## config.mk

```make
export PLATFORM = sky130hd
export DESIGN_NAME = ngga_conv
export DESIGN_NICKNAME = d
export VERILOG_FILES = /design/src/hdl/ngga_pkg.sv /design/src/hdl/ngga_conv.sv
export SDC_FILE = /design/constraint.sdc
export NUM_CORES = 2
export LEC_CHECK = 0
export BUFFER_PORTS_ARGS = -buffer_cell sky130_fd_sc_hd__buf_2
export CORE_MARGIN = 1
export CORE_UTILIZATION = 59
export DETAILED_ROUTE_END_ITERATION = 8
export PLACE_DENSITY_LB_ADDON = 0.15
export SETUP_SLACK_MARGIN = 0.4
export SYNTH_ARGS = -nofsm -noshare
export SYNTH_HDL_FRONTEND = slang
export SYNTH_SLANG_ARGS = --single-unit
```

## constraint.sdc

```tcl
create_clock -name clk -period 8.6 [get_ports clk]
set_input_delay 0.86 -clock clk [delete_from_list [all_inputs] [get_ports clk]]
set_output_delay 0.86 -clock clk [all_outputs]
set_load 0.02 [all_outputs]
```

## src/hdl/ngga_pkg.sv

```systemverilog
// Shared types, character codes and lookup functions for the GGA position parser.
package ngga_pkg;

  // Character codes
  localparam logic [7:0] CH_DOLLAR = 8'h24;
  localparam logic [7:0] CH_CR     = 8'h0D;
  localparam logic [7:0] CH_LF     = 8'h0A;
  localparam logic [7:0] CH_COMMA  = 8'h2C;
  localparam logic [7:0] CH_POINT  = 8'h2E;
  localparam logic [7:0] CH_ZERO   = 8'h30;
  localparam logic [7:0] CH_NINE   = 8'h39;
  localparam logic [7:0] CH_N      = 8'h4E;
  localparam logic [7:0] CH_E      = 8'h45;
  localparam logic [7:0] CH_G      = 8'h47;
  localparam logic [7:0] CH_P      = 8'h50;
  localparam logic [7:0] CH_A      = 8'h41;

  // Header match positions ("$" is position 0)
  localparam logic [2:0] HDR_FIRST = 3'd1;
  localparam logic [2:0] HDR_LAST  = 3'd5;

  // Field numbers on a GGA line
  localparam logic [3:0] FLD_LAT      = 4'd2;
  localparam logic [3:0] FLD_LAT_HEM  = 4'd3;
  localparam logic [3:0] FLD_LNG      = 4'd4;
  localparam logic [3:0] FLD_LNG_HEM  = 4'd5;
  localparam logic [3:0] FLD_MIN_EMIT = 4'd5;
  localparam logic [3:0] FLD_MAX      = 4'd15;

  // Fraction digits kept per numeric field (1..6)
  localparam logic [2:0] FRAC_DIGITS = 3'd5;

  localparam logic [33:0] ACC_MAX = 34'h3_FFFF_FFFF;
  localparam logic [31:0] LAT_LIM = 32'd900000000;
  localparam logic [31:0] LNG_LIM = 32'd1800000000;
  localparam logic [31:0] E7      = 32'd10000000;
  // ceil(2^35 / 15): x / 15 == (x * RECIP15) >> 35 for any 32-bit x
  localparam logic [31:0] RECIP15 = 32'h8888_8889;

  // Values gathered on one line, handed to the converter at end of line
  typedef struct packed {
    logic [33:0] lat_acc;
    logic [2:0]  lat_cnt;
    logic        lat_neg;
    logic [33:0] lng_acc;
    logic [2:0]  lng_cnt;
    logic        lng_neg;
  } ngga_job_t;

  // One channel in the degree divider
  typedef struct packed {
    logic [33:0] rem;
    logic [26:0] dvs;
    logic [7:0]  quo;
    logic [2:0]  cnt;
    logic        sat;
    logic        neg;
  } ngga_div_t;

  // One channel after the minutes scaling multiply
  typedef struct packed {
    logic [29:0] prod;
    logic [31:0] dp;
    logic        sat;
    logic        neg;
  } ngga_mul_t;

  // One channel after the divide by 60
  typedef struct packed {
    logic [24:0] mp;
    logic [31:0] dp;
    logic        sat;
    logic        neg;
  } ngga_fin_t;

  function automatic logic [7:0] hdr_char_f(input logic [2:0] pos);
    logic [7:0] c;
    case (pos)
      3'd1:    c = CH_G;
      3'd2:    c = CH_P;
      3'd3:    c = CH_G;
      3'd4:    c = CH_G;
      3'd5:    c = CH_A;
      default: c = CH_DOLLAR;
    endcase
    return c;
  endfunction

  function automatic logic [23:0] pow10_f(input logic [2:0] n);
    logic [23:0] p;
    case (n)
      3'd0:    p = 24'd1;
      3'd1:    p = 24'd10;
      3'd2:    p = 24'd100;
      3'd3:    p = 24'd1000;
      3'd4:    p = 24'd10000;
      3'd5:    p = 24'd100000;
      3'd6:    p = 24'd1000000;
      default: p = 24'd10000000;
    endcase
    return p;
  endfunction

  // One whole degree in accumulator units: 100 * 10^cnt
  function automatic logic [26:0] dvs_f(input logic [2:0] cnt);
    logic [26:0] d;
    case (cnt)
      3'd0:    d = 27'd100;
      3'd1:    d = 27'd1000;
      3'd2:    d = 27'd10000;
      3'd3:    d = 27'd100000;
      3'd4:    d = 27'd1000000;
      3'd5:    d = 27'd10000000;
      default: d = 27'd100000000;
    endcase
    return d;
  endfunction

endpackage

```

## src/hdl/ngga_conv.sv

```systemverilog
// Pipelined conversion of gathered ddmm.mmmmm values to signed 1e-7 degrees.
module ngga_conv (
  input  logic                clk,
  input  logic                rst_n,
  input  logic                job_valid,
  input  ngga_pkg::ngga_job_t job,
  output logic                job_ready,
  output logic                res_valid,
  input  logic                res_ready,
  output logic [30:0]         lat,
  output logic [31:0]         lng
);

  // Stage map: job, divider setup, eight quotient bits, multiply, /60, final
  localparam int S_JOB  = 0;
  localparam int S_INI  = 1;
  localparam int S_DIV0 = 2;
  localparam int N_DIV  = 8;
  localparam int S_MUL  = S_DIV0 + N_DIV;
  localparam int S_D15  = S_MUL + 1;
  localparam int S_FIN  = S_D15 + 1;
  localparam int N_STG  = S_FIN + 1;

  logic [N_STG-1:0]    v_r;
  logic [N_STG:0]      rdy;
  ngga_pkg::ngga_job_t job_r;
  ngga_pkg::ngga_div_t lat_div_r [0:N_DIV];
  ngga_pkg::ngga_div_t lng_div_r [0:N_DIV];
  ngga_pkg::ngga_mul_t lat_mul_r, lng_mul_r;
  ngga_pkg::ngga_fin_t lat_fin_r, lng_fin_r;
  logic [31:0]         lat_val, lng_val;
  logic [30:0]         lat_r;
  logic [31:0]         lng_r;

  function automatic ngga_pkg::ngga_div_t init_f(input logic [33:0] acc,
                                                 input logic [2:0] cnt, input logic neg);
    ngga_pkg::ngga_div_t d;
    logic [34:0]         top;
    d.rem = acc;
    d.dvs = ngga_pkg::dvs_f(cnt);
    d.quo = '0;
    d.cnt = cnt;
    d.neg = neg;
    top   = {d.dvs, 8'b0};
    // saturated accumulator or 256 degrees and up: result is the limit
    d.sat = (acc == ngga_pkg::ACC_MAX) || ({1'b0, acc} >= top);
    return d;
  endfunction

  // restoring step for quotient bit k
  function automatic ngga_pkg::ngga_div_t step_f(input ngga_pkg::ngga_div_t d,
                                                 input logic [2:0] k);
    ngga_pkg::ngga_div_t r;
    logic [34:0]         sh;
    r  = d;
    sh = {8'b0, d.dvs} << k;
    if ({1'b0, d.rem} >= sh) begin
      r.rem    = d.rem - sh[33:0];
      r.quo[k] = 1'b1;
    end
    return r;
  endfunction

  // leftover minutes * 10^(7-cnt); whole degrees * 1e7
  function automatic ngga_pkg::ngga_mul_t mul_f(input ngga_pkg::ngga_div_t d);
    ngga_pkg::ngga_mul_t m;
    logic [50:0]         p;
    p      = {24'b0, d.rem[26:0]} * {27'b0, ngga_pkg::pow10_f(3'd7 - d.cnt)};
    m.prod = p[29:0];
    m.dp   = {24'b0, d.quo} * ngga_pkg::E7;
    m.sat  = d.sat;
    m.neg  = d.neg;
    return m;
  endfunction

  // divide by 60 as a shift by 2 and a reciprocal multiply by 1/15
  function automatic ngga_pkg::ngga_fin_t d15_f(input ngga_pkg::ngga_mul_t m);
    ngga_pkg::ngga_fin_t f;
    logic [63:0]         p;
    p     = {36'b0, m.prod[29:2]} * {32'b0, ngga_pkg::RECIP15};
    f.mp  = p[59:35];
    f.dp  = m.dp;
    f.sat = m.sat;
    f.neg = m.neg;
    return f;
  endfunction

  function automatic logic [31:0] fin_f(input ngga_pkg::ngga_fin_t f, input logic [31:0] lim);
    logic [32:0] mag;
    logic [31:0] mc;
    mag = {1'b0, f.dp} + {8'b0, f.mp};
    if (f.sat || (mag > {1'b0, lim})) begin
      mc = lim;
    end else begin
      mc = mag[31:0];
    end
    return f.neg ? (32'd0 - mc) : mc;
  endfunction

  // a stage loads when it is empty or its item moves on
  always_comb begin
    rdy[N_STG] = res_ready;
    for (int i = N_STG - 1; i >= 0; i--) begin
      rdy[i] = !v_r[i] || rdy[i+1];
    end
  end

  assign job_ready = rdy[S_JOB];
  assign lat_val   = fin_f(lat_fin_r, ngga_pkg::LAT_LIM);
  assign lng_val   = fin_f(lng_fin_r, ngga_pkg::LNG_LIM);

  always_ff @(posedge clk) begin
    if (!rst_n) begin
      v_r <= '0;
    end else begin
      if (rdy[S_JOB]) begin
        v_r[S_JOB] <= job_valid;
      end
      for (int i = S_INI; i < N_STG; i++) begin
        if (rdy[i]) begin
          v_r[i] <= v_r[i-1];
        end
      end
    end
  end

  always_ff @(posedge clk) begin
    if (rdy[S_JOB]) begin
      job_r <= job;
    end
    if (rdy[S_INI]) begin
      lat_div_r[0] <= init_f(job_r.lat_acc, job_r.lat_cnt, job_r.lat_neg);
      lng_div_r[0] <= init_f(job_r.lng_acc, job_r.lng_cnt, job_r.lng_neg);
    end
    for (int j = 0; j < N_DIV; j++) begin
      if (rdy[S_DIV0+j]) begin
        lat_div_r[j+1] <= step_f(lat_div_r[j], 3'(N_DIV - 1 - j));
        lng_div_r[j+1] <= step_f(lng_div_r[j], 3'(N_DIV - 1 - j));
      end
    end
    if (rdy[S_MUL]) begin
      lat_mul_r <= mul_f(lat_div_r[N_DIV]);
      lng_mul_r <= mul_f(lng_div_r[N_DIV]);
    end
    if (rdy[S_D15]) begin
      lat_fin_r <= d15_f(lat_mul_r);
      lng_fin_r <= d15_f(lng_mul_r);
    end
    if (rdy[S_FIN]) begin
      lat_r <= lat_val[30:0];
      lng_r <= lng_val;
    end
  end

  assign res_valid = v_r[S_FIN];
  assign lat       = lat_r;
  assign lng       = lng_r;

endmodule

```

-- Yosys cells after proc, flatten, opt, wreduce, memory -nomap -nowiden
Memory sizes are Yosys's and may differ from the RTL's.
Cells that the tools add are included.
- bits in latches: 0
- bits in writable memories: 1332
- bits in registers: 370
- memories kept: 2
- bits in read-only memories: 0
- input port bits: 80
- output and inout bits: 65
- $add $sub $neg: 22
- shift-type cells: 0
- reduce and logical (&&, ||, !) cells: 34
- order comparisons: 20
- div/mod/pow operators: 0
- multiply operators: 6
- equal/unequal tests: 24
- bitwise gates (word level): 0
- muxes and demuxes: 94
- memory list (name ; depth ; width ; rd ports ; clocked after memory_dff ; wr ports ; RTL line ; RTL):
    lat_div_r ; 9 ; 74 ; 9 ; 0 ; 9 ; ngga_conv.sv:27 ; ngga_pkg::ngga_div_t lat_div_r [0:N_DIV];
    lng_div_r ; 9 ; 74 ; 9 ; 0 ; 9 ; ngga_conv.sv:28 ; ngga_pkg::ngga_div_t lng_div_r [0:N_DIV];
- operators with widths (kind ; count):
    34-bit 2-to-1 mux ; 32
    24-bit case mux with 7 select lines ; 2
    27-bit case mux with 6 select lines ; 2
    28-bit by 32-bit multiplier with 60-bit output, second input constant ; 2
    34-bit by 35-bit >= comparator with 1-bit output ; 2
    34-bit == test, second input constant ; 2
    34-bit by 27-bit >= comparator with 1-bit output ; 2
    34-bit by 28-bit >= comparator with 1-bit output ; 2
    34-bit by 29-bit >= comparator with 1-bit output ; 2
    34-bit by 30-bit >= comparator with 1-bit output ; 2
    34-bit by 31-bit >= comparator with 1-bit output ; 2
    34-bit by 32-bit >= comparator with 1-bit output ; 2
    34-bit by 33-bit >= comparator with 1-bit output ; 2
    34-bit >= comparator ; 2
    34-bit by 27-bit subtractor with 34-bit output ; 2
    34-bit by 28-bit subtractor with 34-bit output ; 2
    34-bit by 29-bit subtractor with 34-bit output ; 2
    34-bit by 30-bit subtractor with 34-bit output ; 2
    34-bit by 31-bit subtractor with 34-bit output ; 2
    34-bit by 32-bit subtractor with 34-bit output ; 2
    34-bit by 33-bit subtractor with 34-bit output ; 2
    34-bit subtractor ; 2
    32-bit by 25-bit adder with 33-bit output ; 2
    32-bit 2-to-1 mux ; 2
    17 further kinds ; 122

-- Longest topological paths before layout
- word-level depth: 16
- gate-level depth with buffers: 31

-- Worst setup path after synthesis
Ideal clock, no wire load.
- kind: input to register
- from: in res_ready
- to: mem lat_div_r[0][0] (netlist bit), enable pin
- arrival time: 7.017 ns
- data required time: 7.572 ns
- library setup time: 1.028 ns
- path slack: 0.555 ns
- cell stages on the path: 9
- cells stage by stage: nor2b_1 and3_1 and3_1 and2_1 nand2_1 nor2_1 and3_1 and2_1 nand2_1
- RTL lines (item ; RTL line ; RTL):
    start, declared ; ngga_conv.sv:9 ; input logic res_ready,
    end, declared ; ngga_conv.sv:27 ;

==> metrics.yaml <==
worst_setup_path:
  criticalPathCategory: "reg -> reg"
  reg2reg_slack_ns: 0.76
  arrival_ns: 8.39
  critPathRequiredTime_ns: 9.15
  r2r-start: "lat_div_r[0][594]"
  critPathMaxFanout: 26
  crit_path_start_kind: "register"
  crit_slowest_cell: "edfxtp_1"
  crit_family: "adder cells"
  ff2ff_path_depth: 26
  cp_common_cell: "fa_1"
  setup.worst_path.start: "lat_div_r[0][594]"
  cp_num_buf_inv: 6
  end_kind: "register"
  r2r-end: "lat_mul_r[63]"
  slowest_delay_ns: 0.79
finish:
  synthToLayoutAreaGrowth_pct: 8.201
  drive_above_1_share_pct: 5.531
  n_fill_cell: 14960
  regArea_sq_um: 42330
  layout_common_cells: "inv_1 (1701), edfxtp_1 (1401), ha_1 (1190)"
  fin_nets: 12920
  mostFrequentLayoutCell: "inv_1"
  multi_input_area_sq_um: 63950
floorplan:
  start_util_pct: 59.49
  die_w_microns: 440.4
  row_count: 160
  top_level_ports: 145
  die-height_microns: 440.4
  core_area_sq_um: 190600
  die-area_sq_um: 193900
clock_tree:
  cts_tree: "built"
  htreeDepth: 4
  clk_latency_ns: 0.83
  cts_buffers: 155
  clk_pin_slew_ns: 0.06
  ctsHoldBuffers: 0
  clockBufferDepth: 3
  root_buffer: "clkbuf_16"
  cts.sinks: 1414
synth:
  synth-seq-cells: 1414
  synth_edf_count: 1401
  yosys_warnings: 0
  synth_cells: 10600
  synthMuxAreaShare_pct: 0.8221
  synth.distinct_cells: 100
  synth-xor-area-share_pct: 4.310
  synth_fa_ha_area_share_pct: 28.88
  yosys.area_share.simple_pct: 12.07
  avgSynthCellArea_sq_um: 10.69
  synth_ff_type: "edfxtp_1"
  synth_compound_area_share_pct: 10.10
  synth_top_family_by_area: "adder cells"
  ys_seq_area_share_pct: 37.33
  netlist_area_sq_um: 113400
  async_reset_ff_share_pct: 0
timing:
  hold_viol_final: 0
  post-route-period-util_pct: 91.11
  fin_skew_ns: 0.05170
  slew_viol_final: 0
  fin_setup_tns_ns: 0
  worst_pin_slew_ns: 1.271
  period_minus_slack_ns: 7.835
  fmax_mhz: 127.6
  rsz0062_at_grt: "true"
  relSlewSlack_pct: 13.10
  final-setup-viol-count: 0
detailed_routing:
  vias_per_cell: 5.683
  firstDrtPassIters: 6
  drcViolationCount: 0
  antenna_left: 0
  drt_wl_total_microns: 265600
  wl_per_cell_microns: 19.83
  vias: 76130
  first_iter_violations: 4401
global_route:
  grt_pass1_wl_microns: 421700
  antenna_found_initial: 2
  grt_pass1_vias: 78850
  grt_max_degree: 82
  groute.usage.overall_pct: 27.70
  gr-total-overflow: 0
outcome:
  status: "completed"
run:
  drv_cap: 0
placed_design:
  io_buffers: 144
  post-dp-hpwl_microns: 215500
  gp_congestion: 0.9691
worst_hold_path:
  min-delay-start: "job[52]"
  holdCritPathClass: "in -> reg"
  holdPathStages: 1
  min_delay_worst_endpoint: "job_r[52]"
==> worst register-to-register path: stages (launching register included) <==
cell and delay, ns:
edfxtp_1 0.79, inv_1 0.16, nor2_1 0.16, buf_4 0.33, nand2_1 0.22, fa_1 0.62
fa_1 0.45, fa_1 0.54, inv_1 0.05, fa_1 0.49, inv_1 0.06, fa_1 0.55
fa_1 0.42, fa_1 0.49, inv_1 0.04, ha_1 0.32, a21oi_1 0.23, nor2b_1 0.08
a41oi_1 0.31, inv_1 0.09, a31oi_1 0.22, a21oi_1 0.15, a21o_1 0.23, a31oi_1 0.17
o221ai_1 0.13, a21oi_1 0.19, xnor2_1 0.08
==> repair_timing <==
| action | in CTS | in global routing |
|---|---|---|
| setup buffers | 0 | 4 |
| setup endpoints to repair | 0 | 8 |
| resized for setup | 0 | 9 |
==> through the flow <==
| step | utilization, % | hold slack (ns) | instance area [sq um] | std cells | setup slack, ns |
|---|---|---|---|---|---|
| 2_1_floorplan | - | 0.4003 | 113400 | 10600 | 0.5554 |
| 3_3_place_gp | 61.51 | 0.4005 | 117200 | 13100 | 0.6763 |
| 3_5_place_dp | 61.51 | 0.4045 | 117200 | 13100 | 0.5821 |
| 4_1_cts | 64.34 | 0.1559 | 122600 | 13390 | 0.5783 |
| 5_1_grt | 64.37 | 0.1779 | 122700 | 13400 | 0.3483 |
| 6_report | 64.37 | 0.2086 | 122700 | 13400 | 0.7648 |
==> area by class of cell <==
cell class / instances / area share [%]
tap: 2511 / 2.561
inverter: 1716 / 5.262
multi-input combinational: 7232 / 52.12
antenna: 1 / 0.002040
sequential: 1414 / 34.50
timing repair buffer: 235 / 1.144
clock buffer: 185 / 3.279
clock inverter: 102 / 1.126
==> per-layer routing <==
| metal | track usage (%) | part of all wire (%) |
|---|---|---|
| met5 | 0 | 0 |
| met4 | 12.19 | 4.6 |
| met1 | 33.33 | 41 |
| met2 | 50.00 | 51 |
| met3 | 2.942 | 3.6 |
==> registers in the layout, summed over array words and instances (netlist names) <==
name,flops
lng_div_r,524
lat_div_r,524
lat_fin_r,52
lng_mul_r,55
lat_mul_r,55
job_r,76
lng,32
lat,31
v_r,13
lng_fin_r,52
==> cell families (layout without fill, tap and decap cells) <==
group	Yosys count	count (layout)
xor gates and xnor gates	558	558
and+or+nand+nor	2691	2691
buffers and inverters	1957	2238
other	1	3
adders and majority gates	2082	2082
DFF	1414	1414
AOI/OAI and AO/OA	1813	1813
muxes	86	86
==> how the worst max path moves through the flow <==
stage / endpoint / slack (ns) / depth (start not counted)
5_1_grt: lat_mul_r[63] / 0.35 / 26
4_1_cts: lng_mul_r[63] / 0.58 / 27
6_report: lat_mul_r[63] / 0.76 / 26
3_5_place_dp: lng_mul_r[63] / 0.58 / 27
2_1_floorplan: lat_div_r[0][0] / 0.56 / 9
3_3_place_gp: lng_mul_r[63] / 0.68 / 27
==> cells in the mapped netlist, drive strengths merged, types with 14 or more instances <==
master	number	share of area, %
inv	1716	5.7
edfxtp	1401	37
ha	1190	13
fa	892	16
nand2	671	2.2
nor2	561	1.9
and2	504	2.8
a21oi	498	2.2
o21ai	471	2.1
xnor2	338	2.6
clkbuf	232	0.77
xor2	220	1.7
a21o	172	1.1
nor3	172	0.77
nand3	126	0.56
o21a	113	0.75
nor2b	101	0.56
nand4	98	0.54
nand2b	90	0.50
and3	85	0.47
a211oi	70	0.46
nor4	63	0.35
o31ai	61	0.40
or3	59	0.33
a21boi	58	0.38
mux2	57	0.57
a31oi	49	0.27
o21bai	44	0.29
or2	42	0.23
o211ai	36	0.24
mux2i	29	0.26
nand4b	23	0.18
a2111oi	22	0.17
o41ai	22	0.18
or4	22	0.15
o22ai	19	0.10
o2111ai	16	0.12
a211o	15	0.12
and4	15	0.12
nor3b	14	0.093
nor4b	14	0.12
o311ai	14	0.11
Power is left out: the tool's default activity adds up to more than one toggle a clock period on the data nets, which glitch-free logic cannot reach.
