`src/hdl/ngga_pkg.sv`:
```
// Shared types, character codes and lookup functions for the GGA position parser.
package ngga_pkg;

  // Character codes
  localparam logic [7:0] CH_DOLLAR = 8'h24;
  localparam logic [7:0] CH_CR     = 8'h0D;
  localparam logic [7:0] CH_LF     = 8'h0A;
  localparam logic [7:0] CH_COMMA  = 8'h2C;
  localparam logic [7:0] CH_POINT  = 8'h2E;
  localparam logic [7:0] CH_ZERO   = 8'h30;
  localparam logic [7:0] CH_NINE   = 8'h39;
  localparam logic [7:0] CH_N      = 8'h4E;
  localparam logic [7:0] CH_E      = 8'h45;
  localparam logic [7:0] CH_G      = 8'h47;
  localparam logic [7:0] CH_P      = 8'h50;
  localparam logic [7:0] CH_A      = 8'h41;

  // Header match positions ("$" is position 0)
  localparam logic [2:0] HDR_FIRST = 3'd1;
  localparam logic [2:0] HDR_LAST  = 3'd5;

  // Field numbers on a GGA line
  localparam logic [3:0] FLD_LAT      = 4'd2;
  localparam logic [3:0] FLD_LAT_HEM  = 4'd3;
  localparam logic [3:0] FLD_LNG      = 4'd4;
  localparam logic [3:0] FLD_LNG_HEM  = 4'd5;
  localparam logic [3:0] FLD_MIN_EMIT = 4'd5;
  localparam logic [3:0] FLD_MAX      = 4'd15;

  // Fraction digits kept per numeric field (1..6)
  localparam logic [2:0] FRAC_DIGITS = 3'd5;

  localparam logic [33:0] ACC_MAX = 34'h3_FFFF_FFFF;
  localparam logic [31:0] LAT_LIM = 32'd900000000;
  localparam logic [31:0] LNG_LIM = 32'd1800000000;
  localparam logic [31:0] E7      = 32'd10000000;
  // ceil(2^35 / 15): x / 15 == (x * RECIP15) >> 35 for any 32-bit x
  localparam logic [31:0] RECIP15 = 32'h8888_8889;

  // Values gathered on one line, handed to the converter at end of line
  typedef struct packed {
    logic [33:0] lat_acc;
    logic [2:0]  lat_cnt;
    logic        lat_neg;
    logic [33:0] lng_acc;
    logic [2:0]  lng_cnt;
    logic        lng_neg;
  } ngga_job_t;

  // One channel in the degree divider
  typedef struct packed {
    logic [33:0] rem;
    logic [26:0] dvs;
    logic [7:0]  quo;
    logic [2:0]  cnt;
    logic        sat;
    logic        neg;
  } ngga_div_t;

  // One channel after the minutes scaling multiply
  typedef struct packed {
    logic [29:0] prod;
    logic [31:0] dp;
    logic        sat;
    logic        neg;
  } ngga_mul_t;

  // One channel after the divide by 60
  typedef struct packed {
    logic [24:0] mp;
    logic [31:0] dp;
    logic        sat;
    logic        neg;
  } ngga_fin_t;

  function automatic logic [7:0] hdr_char_f(input logic [2:0] pos);
    logic [7:0] c;
    case (pos)
      3'd1:    c = CH_G;
      3'd2:    c = CH_P;
      3'd3:    c = CH_G;
      3'd4:    c = CH_G;
      3'd5:    c = CH_A;
      default: c = CH_DOLLAR;
    endcase
    return c;
  endfunction

  function automatic logic [23:0] pow10_f(input logic [2:0] n);
    logic [23:0] p;
    case (n)
      3'd0:    p = 24'd1;
      3'd1:    p = 24'd10;
      3'd2:    p = 24'd100;
      3'd3:    p = 24'd1000;
      3'd4:    p = 24'd10000;
      3'd5:    p = 24'd100000;
      3'd6:    p = 24'd1000000;
      default: p = 24'd10000000;
    endcase
    return p;
  endfunction

  // One whole degree in accumulator units: 100 * 10^cnt
  function automatic logic [26:0] dvs_f(input logic [2:0] cnt);
    logic [26:0] d;
    case (cnt)
      3'd0:    d = 27'd100;
      3'd1:    d = 27'd1000;
      3'd2:    d = 27'd10000;
      3'd3:    d = 27'd100000;
      3'd4:    d = 27'd1000000;
      3'd5:    d = 27'd10000000;
      default: d = 27'd100000000;
    endcase
    return d;
  endfunction

endpackage

```
`src/hdl/ngga_parser.sv`:
```
// Byte-wise line parser: header match, field count, digit and hemisphere capture.
module ngga_parser (
  input  logic                clk,
  input  logic                rst_n,
  input  logic                fire,
  input  logic [7:0]          rx_byte,
  output logic                job_valid,
  output ngga_pkg::ngga_job_t job
);

  typedef struct packed {
    logic [33:0] acc;
    logic [2:0]  cnt;
  } num_t;

  logic [2:0]  hdr_pos_r, hdr_pos_nxt;
  logic        hdr_ok_r, hdr_ok_nxt;
  logic [3:0]  fld_r, fld_nxt;
  logic [33:0] lat_acc_r, lat_acc_nxt;
  logic [2:0]  lat_cnt_r, lat_cnt_nxt;
  logic        lat_s_r, lat_s_nxt;
  logic [33:0] lng_acc_r, lng_acc_nxt;
  logic [2:0]  lng_cnt_r, lng_cnt_nxt;
  logic        lng_w_r, lng_w_nxt;
  logic        pt_r, pt_nxt;
  logic        is_digit;
  num_t        lat_num, lng_num;

  // acc*10 + digit, saturating; fraction digits past the limit are dropped
  function automatic num_t digit_f(input logic [33:0] acc, input logic [2:0] cnt,
                                   input logic pt, input logic [7:0] c);
    num_t        r;
    logic [37:0] v;
    r.acc = acc;
    r.cnt = cnt;
    v = ({4'b0, acc} << 3) + ({4'b0, acc} << 1) + {34'b0, c[3:0]};
    if (!(pt && (cnt >= ngga_pkg::FRAC_DIGITS))) begin
      if (pt) begin
        r.cnt = cnt + 3'd1;
      end
      r.acc = (|v[37:34]) ? ngga_pkg::ACC_MAX : v[33:0];
    end
    return r;
  endfunction

  assign is_digit = (rx_byte >= ngga_pkg::CH_ZERO) && (rx_byte <= ngga_pkg::CH_NINE);
  assign lat_num  = digit_f(lat_acc_r, lat_cnt_r, pt_r, rx_byte);
  assign lng_num  = digit_f(lng_acc_r, lng_cnt_r, pt_r, rx_byte);

  always_comb begin
    hdr_pos_nxt = hdr_pos_r;
    hdr_ok_nxt  = hdr_ok_r;
    fld_nxt     = fld_r;
    lat_acc_nxt = lat_acc_r;
    lat_cnt_nxt = lat_cnt_r;
    lat_s_nxt   = lat_s_r;
    lng_acc_nxt = lng_acc_r;
    lng_cnt_nxt = lng_cnt_r;
    lng_w_nxt   = lng_w_r;
    pt_nxt      = pt_r;
    job_valid   = 1'b0;
    if (fire) begin
      if (rx_byte == ngga_pkg::CH_DOLLAR) begin
        hdr_pos_nxt = ngga_pkg::HDR_FIRST;
        hdr_ok_nxt  = 1'b0;
        fld_nxt     = '0;
        lat_acc_nxt = '0;
        lat_cnt_nxt = '0;
        lat_s_nxt   = 1'b1;
        lng_acc_nxt = '0;
        lng_cnt_nxt = '0;
        lng_w_nxt   = 1'b1;
        pt_nxt      = 1'b0;
      end else if ((rx_byte == ngga_pkg::CH_CR) || (rx_byte == ngga_pkg::CH_LF)) begin
        job_valid   = hdr_ok_r && (fld_r >= ngga_pkg::FLD_MIN_EMIT);
        hdr_ok_nxt  = 1'b0;
        hdr_pos_nxt = '0;
      end else if (!hdr_ok_r) begin
        if ((hdr_pos_r >= ngga_pkg::HDR_FIRST) && (hdr_pos_r <= ngga_pkg::HDR_LAST) &&
            (rx_byte == ngga_pkg::hdr_char_f(hdr_pos_r))) begin
          hdr_pos_nxt = hdr_pos_r + 3'd1;
          if (hdr_pos_r == ngga_pkg::HDR_LAST) begin
            hdr_ok_nxt = 1'b1;
          end
        end else begin
          hdr_pos_nxt = '0;
        end
      end else if (rx_byte == ngga_pkg::CH_COMMA) begin
        if (fld_r != ngga_pkg::FLD_MAX) begin
          fld_nxt = fld_r + 4'd1;
        end
        pt_nxt = 1'b0;
      end else begin
        case (fld_r)
          ngga_pkg::FLD_LAT: begin
            if (rx_byte == ngga_pkg::CH_POINT) begin
              pt_nxt = 1'b1;
            end else if (is_digit) begin
              lat_acc_nxt = lat_num.acc;
              lat_cnt_nxt = lat_num.cnt;
            end
          end
          ngga_pkg::FLD_LAT_HEM: begin
            if (!pt_r) begin
              lat_s_nxt = (rx_byte != ngga_pkg::CH_N);
              pt_nxt    = 1'b1;
            end
          end
          ngga_pkg::FLD_LNG: begin
            if (rx_byte == ngga_pkg::CH_POINT) begin
              pt_nxt = 1'b1;
            end else if (is_digit) begin
              lng_acc_nxt = lng_num.acc;
              lng_cnt_nxt = lng_num.cnt;
            end
          end
          ngga_pkg::FLD_LNG_HEM: begin
            if (!pt_r) begin
              lng_w_nxt = (rx_byte != ngga_pkg::CH_E);
              pt_nxt    = 1'b1;
            end
          end
          default: begin
          end
        endcase
      end
    end
  end

  always_ff @(posedge clk) begin
    if (!rst_n) begin
      hdr_pos_r <= '0;
      hdr_ok_r  <= 1'b0;
      fld_r     <= '0;
      lat_acc_r <= '0;
      lat_cnt_r <= '0;
      lat_s_r   <= 1'b0;
      lng_acc_r <= '0;
      lng_cnt_r <= '0;
      lng_w_r   <= 1'b0;
      pt_r      <= 1'b0;
    end else begin
      hdr_pos_r <= hdr_pos_nxt;
      hdr_ok_r  <= hdr_ok_nxt;
      fld_r     <= fld_nxt;
      lat_acc_r <= lat_acc_nxt;
      lat_cnt_r <= lat_cnt_nxt;
      lat_s_r   <= lat_s_nxt;
      lng_acc_r <= lng_acc_nxt;
      lng_cnt_r <= lng_cnt_nxt;
      lng_w_r   <= lng_w_nxt;
      pt_r      <= pt_nxt;
    end
  end

  assign job.lat_acc = lat_acc_r;
  assign job.lat_cnt = lat_cnt_r;
  assign job.lat_neg = lat_s_r;
  assign job.lng_acc = lng_acc_r;
  assign job.lng_cnt = lng_cnt_r;
  assign job.lng_neg = lng_w_r;

endmodule

```
`config.mk`:
```
export PLATFORM = sky130hd
export DESIGN_NAME = ngga_parser
export DESIGN_NICKNAME = d
export VERILOG_FILES = /design/src/hdl/ngga_pkg.sv /design/src/hdl/ngga_parser.sv
export SDC_FILE = /design/constraint.sdc
export NUM_CORES = 1
export LEC_CHECK = 0
export ABC_AREA = 0
export BUFFER_PORTS_ARGS = -buffer_cell sky130_fd_sc_hd__buf_2
export CORE_AREA = 2 2 146 148
export DETAILED_ROUTE_END_ITERATION = 7
export DIE_AREA = 0 0 148 150
export GPL_ROUTABILITY_DRIVEN = 1
export SLEW_MARGIN = 25
export SYNTH_ARGS = -nofsm -noshare
export SYNTH_HDL_FRONTEND = slang
export SYNTH_SLANG_ARGS = --single-unit
export TNS_END_PERCENT = 100
```
`constraint.sdc`:
```
create_clock -name clk -period 4.2 [get_ports clk]
set_clock_uncertainty 0.1 [all_clocks]
set_input_delay 0.63 -clock clk [delete_from_list [all_inputs] [get_ports clk]]
set_output_delay 0.63 -clock clk [all_outputs]
set_load 0.01 [all_outputs]
```
# Word-level counts from Yosys, hierarchy flattened
# Cells that the tools add are included.
[totals]
register_bits = 85
inputBits = 11
[op_classes]
eq_ne = 26
n_lt_le_gt_ge = 7
n_reduce_logical = 31
addsub = 8
muxes = 74
[op_table]
columns = ["op", "n"]
rows = [
  ["34-bit two-way mux", 16],
  ["37-bit by 35-bit adder with 38-bit output", 2],
  ["38-bit by 4-bit adder with 38-bit output", 2],
  ["37-bit two-way mux", 2],
  ["3-bit two-way mux", 20],
  ["8-bit two-way mux", 4],
  ["1-bit two-way mux", 25],
  ["8-bit by 6-bit == test with 1-bit output, second input constant", 3],
  ["7-bit case mux with 3 select lines", 1],
  ["4-bit two-way mux", 5],
  ["9-bit AND reduction", 2],
  ["2-bit nonzero test", 9],
  ["8-bit by 4-bit == test with 1-bit output, second input constant", 2],
  ["8-bit by 7-bit inequality test with 1-bit output, second input constant", 2],
  ["8-bit AND reduction", 2],
  ["6-bit AND reduction", 2],
  ["5-bit AND reduction", 2],
  ["3-bit by 1-bit adder with 3-bit output, second input constant", 3],
  ["4-bit by 2-bit == test with 1-bit output, second input constant", 2],
  ["4-bit by 3-bit == test with 1-bit output, second input constant", 2],
  ["8-bit == test", 1],
  ["8-bit by 6-bit >= comparator with 1-bit output, second input constant", 1],
  ["8-bit by 6-bit <= comparator with 1-bit output, second input constant", 1],
  ["4-bit OR reduction", 2],
  ["other kinds (20)", 33],
]

# Depth between registers and ports, before layout
[depth]
depth_word = 13
depth_mapped = 14

# Worst setup path before layout
# No wires, ideal clock.
[synth_path]
path_kind = "in2reg"
start = "input port rx_byte[3]"
end = "register lat_acc_r[30]"
arrival_time_ps = 3648
slack_ps = 335
cell_stages = 14
required_time_ps = 3983
path_cell_list = "inv_1 > fa_1 > inv_1 > fa_1 > a211oi_2 > o21a_2 > a2111oi_2 > o2111ai_1 > nand3_1 > mux2_4 > a211oi_4 > buf_6 > nand4_1 > a22o_1"
[synth_via]
elab_chain_len = 11
elab_cells_between_ends = 28
classes_between = "add/sub (1); order compare (2); eq/ne (9); mux (9); reduce/logical (7)"
[synth_lines]
columns = ["element", "line_no", "source"]
rows = [
  ["from (decl)", "ngga_parser.sv:6", "input logic [7:0] rx_byte,"],
  ["38-bit by 4-bit adder with 38-bit output", "ngga_parser.sv:36", "v = ({4'b0, acc} << 3) + ({4'b0, acc} << 1) + {34'b0, c[3:0]};"],
  ["4-bit OR reduction", "ngga_parser.sv:41", "r.acc = (|v[37:34]) ? ngga_pkg::ACC_MAX : v[33:0];"],
  ["34-bit two-way mux", "ngga_parser.sv:41", ""],
  ["37-bit two-way mux", "ngga_parser.sv:37", "if (!(pt && (cnt >= ngga_pkg::FRAC_DIGITS))) begin"],
  ["34-bit two-way mux", "ngga_parser.sv:98", "end else if (is_digit) begin"],
  ["34-bit two-way mux", "ngga_parser.sv:96", "if (rx_byte == ngga_pkg::CH_POINT) begin"],
  ["34-bit two-way mux", "ngga_parser.sv:94", "case (fld_r)"],
  ["34-bit two-way mux", "ngga_parser.sv:88", "end else if (rx_byte == ngga_pkg::CH_COMMA) begin"],
  ["34-bit two-way mux", "ngga_parser.sv:78", "end else if (!hdr_ok_r) begin"],
  ["34-bit two-way mux", "ngga_parser.sv:74", "end else if ((rx_byte == ngga_pkg::CH_CR) || (rx_byte == ngga_pkg::CH_LF)) begin"],
  ["34-bit two-way mux", "ngga_parser.sv:63", "if (rx_byte == ngga_pkg::CH_DOLLAR) begin"],
  ["to (signal assigned)", "ngga_parser.sv:146", "lat_acc_r <= lat_acc_nxt;"],
  ["to (decl)", "ngga_parser.sv:19", "logic [33:0] lat_acc_r, lat_acc_nxt;"],
]
# Several ways; a longest one is shown, not always the timed one. The select of a mux whose other input is x is not followed.
# A chain may end at the register's enable or synchronous reset.

# Worst setup path after layout
[layout_path]
start = "input port rx_byte[3]"
end = "register lng_acc_r[30]"
[layout_via]
elab_chain_len = 11
elab_cells_between_ends = 28
classes_between = "add/sub (1); order compare (2); eq/ne (9); mux (9); reduce/logical (7)"
[layout_lines]
columns = ["element", "line_no", "source"]
rows = [
  ["38-bit by 4-bit adder with 38-bit output", "ngga_parser.sv:36", ""],
  ["4-bit OR reduction", "ngga_parser.sv:41", ""],
  ["34-bit two-way mux", "ngga_parser.sv:41", ""],
  ["37-bit two-way mux", "ngga_parser.sv:37", ""],
  ["34-bit two-way mux", "ngga_parser.sv:112", "end else if (is_digit) begin"],
  ["34-bit two-way mux", "ngga_parser.sv:110", "if (rx_byte == ngga_pkg::CH_POINT) begin"],
  ["34-bit two-way mux", "ngga_parser.sv:94", ""],
  ["34-bit two-way mux", "ngga_parser.sv:88", ""],
  ["34-bit two-way mux", "ngga_parser.sv:78", ""],
  ["34-bit two-way mux", "ngga_parser.sv:74", ""],
  ["34-bit two-way mux", "ngga_parser.sv:63", ""],
  ["to (signal assigned)", "ngga_parser.sv:149", "lng_acc_r <= lng_acc_nxt;"],
  ["to (decl)", "ngga_parser.sv:22", "logic [33:0] lng_acc_r, lng_acc_nxt;"],
]
# Several ways; a longest one is shown, not always the timed one. The select of a mux whose other input is x is not followed.

==> impl_metrics.toml <==
[yosys]
synth_fp_nets = 1241
synth_most_common_cell = "ha_1"
postSynthCellCount = 1079
seq_area_frac_synth_pct = 19.2
synth_seq_cells = 85
ys_types = 81
synth_edf_count = 0
ys_warn_count = 0
post-synth-top-area-cell = "ha_1"
synthTopCellsByArea = "ha_1, dfxtp_1, a21oi_1, nand2_1, nand4_1"
avgSynthCellArea_um2 = 8.23
async_flop_share_pct = 0
synthFlopType = "dfxtp_1"
synth_top_area_share_pct = 20.7
synth_commonest_cells = "ha_1, nand2_1, a21oi_1"
syn_area_um2 = 8880

[layout]
layout-drive-gt1-share_pct = 15.7
insertedDiodeCount = 0
fill_cells = 2134
final_cells = 1433
final_nets = 1315
multi_input_area_um2 = 6800
ff_latch_area_um2 = 1700
area_growth_pct = 12.0

[placement]
place_inst = 1417
place.gp.congestion = 0.882
portBuffers = 87
dp.final_hpwl_mm = 18.2

[clock_tree]
post_cts_buffers = 0
cts_buffer_depth = 2
clk-insertion-delay-late_ns = 0.35
cts_tree = "yes"
cts_buffers = 9
h-tree-depth = 3
root_buffer = "clkbuf_16"
clk_pin_slew_worst_paths_ns = 0.07
ctsResizeCount = 0
cts.sinks = 85
cts_hold_buf = 0

[timing]
tightest_slew_ns = 0.805
max_freq_mhz = 258
timing.final.crit_share_pct = 92.4
rsz0062_at_grt = "no"
setup_violations = 0
whs_ns = 0.393
hold_viol = 0
maxSlewViolCount = 0
slew_headroom_pct = 46.3
finalCriticalPeriod_ns = 3.88

[power]
combPwrFrac_pct = 2.9
seq_power_share_pct = 46.7
p_total_uw = 1720
powerDensity_nw_per_um2 = 173
leakagePower_uw = 0.00497
pwr-share-clk_pct = 50.4
switching_share_pct = 24.7
power_switching_uw = 425
cellInternalPower_uw = 1300
ir_drop_v = 0.000185

[run_status]
status = "finished clean"

[route]
drc = 0
drt_pass1_iterations = 5
vias = 8327
wire_per_inst_um = 16.5
viasPerCell = 5.81
postRouteAntennaNets = 0
first_iter_violations = 406
routed_wl_mm = 23.7

[critical_path]
start_kind = "input port"
slowest_stage = "fa_1"
path_delay_family = "compound AO/OA/AOI/OAI gates"
cp.arrival_ns = 4.00
slowest_delay_ns = 0.56
cp.required_ns = 4.32
crit_buf_inv = 4
crit_fanout = 4
crit_chain = "buf_2, inv_1, fa_1, inv_1, fa_1, a21o_1, a221oi_2, o31ai_1, buf_4, and3_1, o31a_1, a21bo_1, a21oi_1, xor2_1, o211ai_1"
crit_type = "in -> reg"
endpoint_kind = "register"

[grt]
grt_pass1_wl_mm = 39.8
grt_use_total_pct = 21.6
grt_max_degree = 35
grt_antenna_before_repair = 0
grt_pass1_vias = 7837
grt.overflow.total = 0

[die]
die_area_um2 = 22200
rows = 53
fp.dieH_um = 150
core_um2 = 20700
pin_count = 88
start_util_pct = 42.9
die_w_um = 148

[run]
drv_cap = 0

[worst_hold_path]
hold_path.class = "reg -> reg"
==> routing by layer <==
metal | track usage [%] | routed length (um) | share of wire, % | vias to the layer above
met2 | 34.6 | 10700 | 45 | 152
li1 | - | - | - | 4224
met5 | 0 | 0 | 0 | -
met1 | 31.0 | 12000 | 50 | 3931
met3 | 2.84 | 796 | 3.4 | 20
met4 | 4.38 | 280 | 1.2 | 0
==> path summary, 6_finish.rpt <==
check                                to  slack [ns]  cells past startpoint                  startpoint
max          lng_acc_r[30]$_SDFFE_PN0P_        0.32                     15                  rx_byte[3]
min reg2reg  lng_acc_r[16]$_SDFFE_PN0P_        0.39                      2  lng_acc_r[16]$_SDFFE_PN0P_
max reg2reg  lng_acc_r[30]$_SDFFE_PN0P_        0.32                     14   lng_acc_r[0]$_SDFFE_PN0P_
min          lng_acc_r[16]$_SDFFE_PN0P_        0.39                      2  lng_acc_r[16]$_SDFFE_PN0P_
==> layout make-up <==
cell class                 count  area share, %
clock buffer                   9           2.26
clock inverter                 7          0.868
inverter                      32           1.21
multi-input combinational    909           68.3
sequential                    85           17.1
tap                          275           3.46
timing repair buffer         116           6.82
==> metrics by stage <==
step           area, um2  setup TNS, ns  util, %  worst slack, ns
2_1_floorplan       8880              0        -            0.335
3_3_place_gp        9640        -0.0467     46.6          -0.0365
3_5_place_dp        9640        -0.0516     46.6          -0.0516
4_1_cts             9950              0     48.1            0.329
5_1_grt             9950              0     48.1           0.0828
6_report            9950              0     48.1            0.318
==> power groups by stage <==
| stage | clock [uW] | combinational (uW) | sequential, uW |
|---|---|---|---|
| after floorplan | 0 | 25.1 | 824 |
| after global placement | 0 | 49.4 | 824 |
| after detailed placement | 0 | 49.6 | 824 |
| after CTS | 894 | 49.9 | 805 |
| after global routing | 927 | 55.4 | 805 |
| final | 869 | 49.6 | 805 |
==> sequential cells by signal, indices dropped and copies added (netlist names) <==
register and count:
lng_acc_r 34, lng_w_r 1, lng_cnt_r 3, lat_cnt_r 3
lat_s_r 1, fld_r 4, pt_r 1, lat_acc_r 34
hdr_pos_r 3, hdr_ok_r 1
==> cells in the final DEF, fill, tap and decap left out, types with 17 or more instances in the layout <==
master and n:
buf_4 27, nand3_1 20, nor3_2 17, o21ai_0 40
xor2_1 31, a21o_1 36, inv_1 32, o21ai_1 32
nor2_1 56, buf_2 87, dfxtp_1 85, nand2_1 93
nor3_1 32, nand4_1 51, xnor2_1 34, a21oi_1 88
a22o_1 34, ha_1 147
==> cells by family (layout without fill, tap and decap cells) <==
logic type                 count (synthesis)  after routing  share of synthesized area, %
AOI/OAI and AO/OA                        345            345                          26.9
xor gates and xnor gates                  65             65                          6.41
DFF                                       85             85                          19.2
muxes                                      4              4                         0.521
buffers and inverters                     85            164                          4.59
and+or+nand+nor                          344            344                          20.8
adders and majority gates                151            151                          21.6
==> worst reg2reg max path, cell delays in order, from the launching register on <==
cell      delay (ns)
dfxtp_1         0.42
inv_1           0.09
fa_1            0.51
inv_1           0.07
fa_1            0.46
a21o_1          0.20
a221oi_2        0.32
o31ai_1         0.16
buf_4           0.17
and3_1          0.15
o31a_1          0.35
a21bo_1         0.21
a21oi_1         0.19
xor2_1          0.24
o211ai_1        0.11
Power figures use the tool's default switching activity.
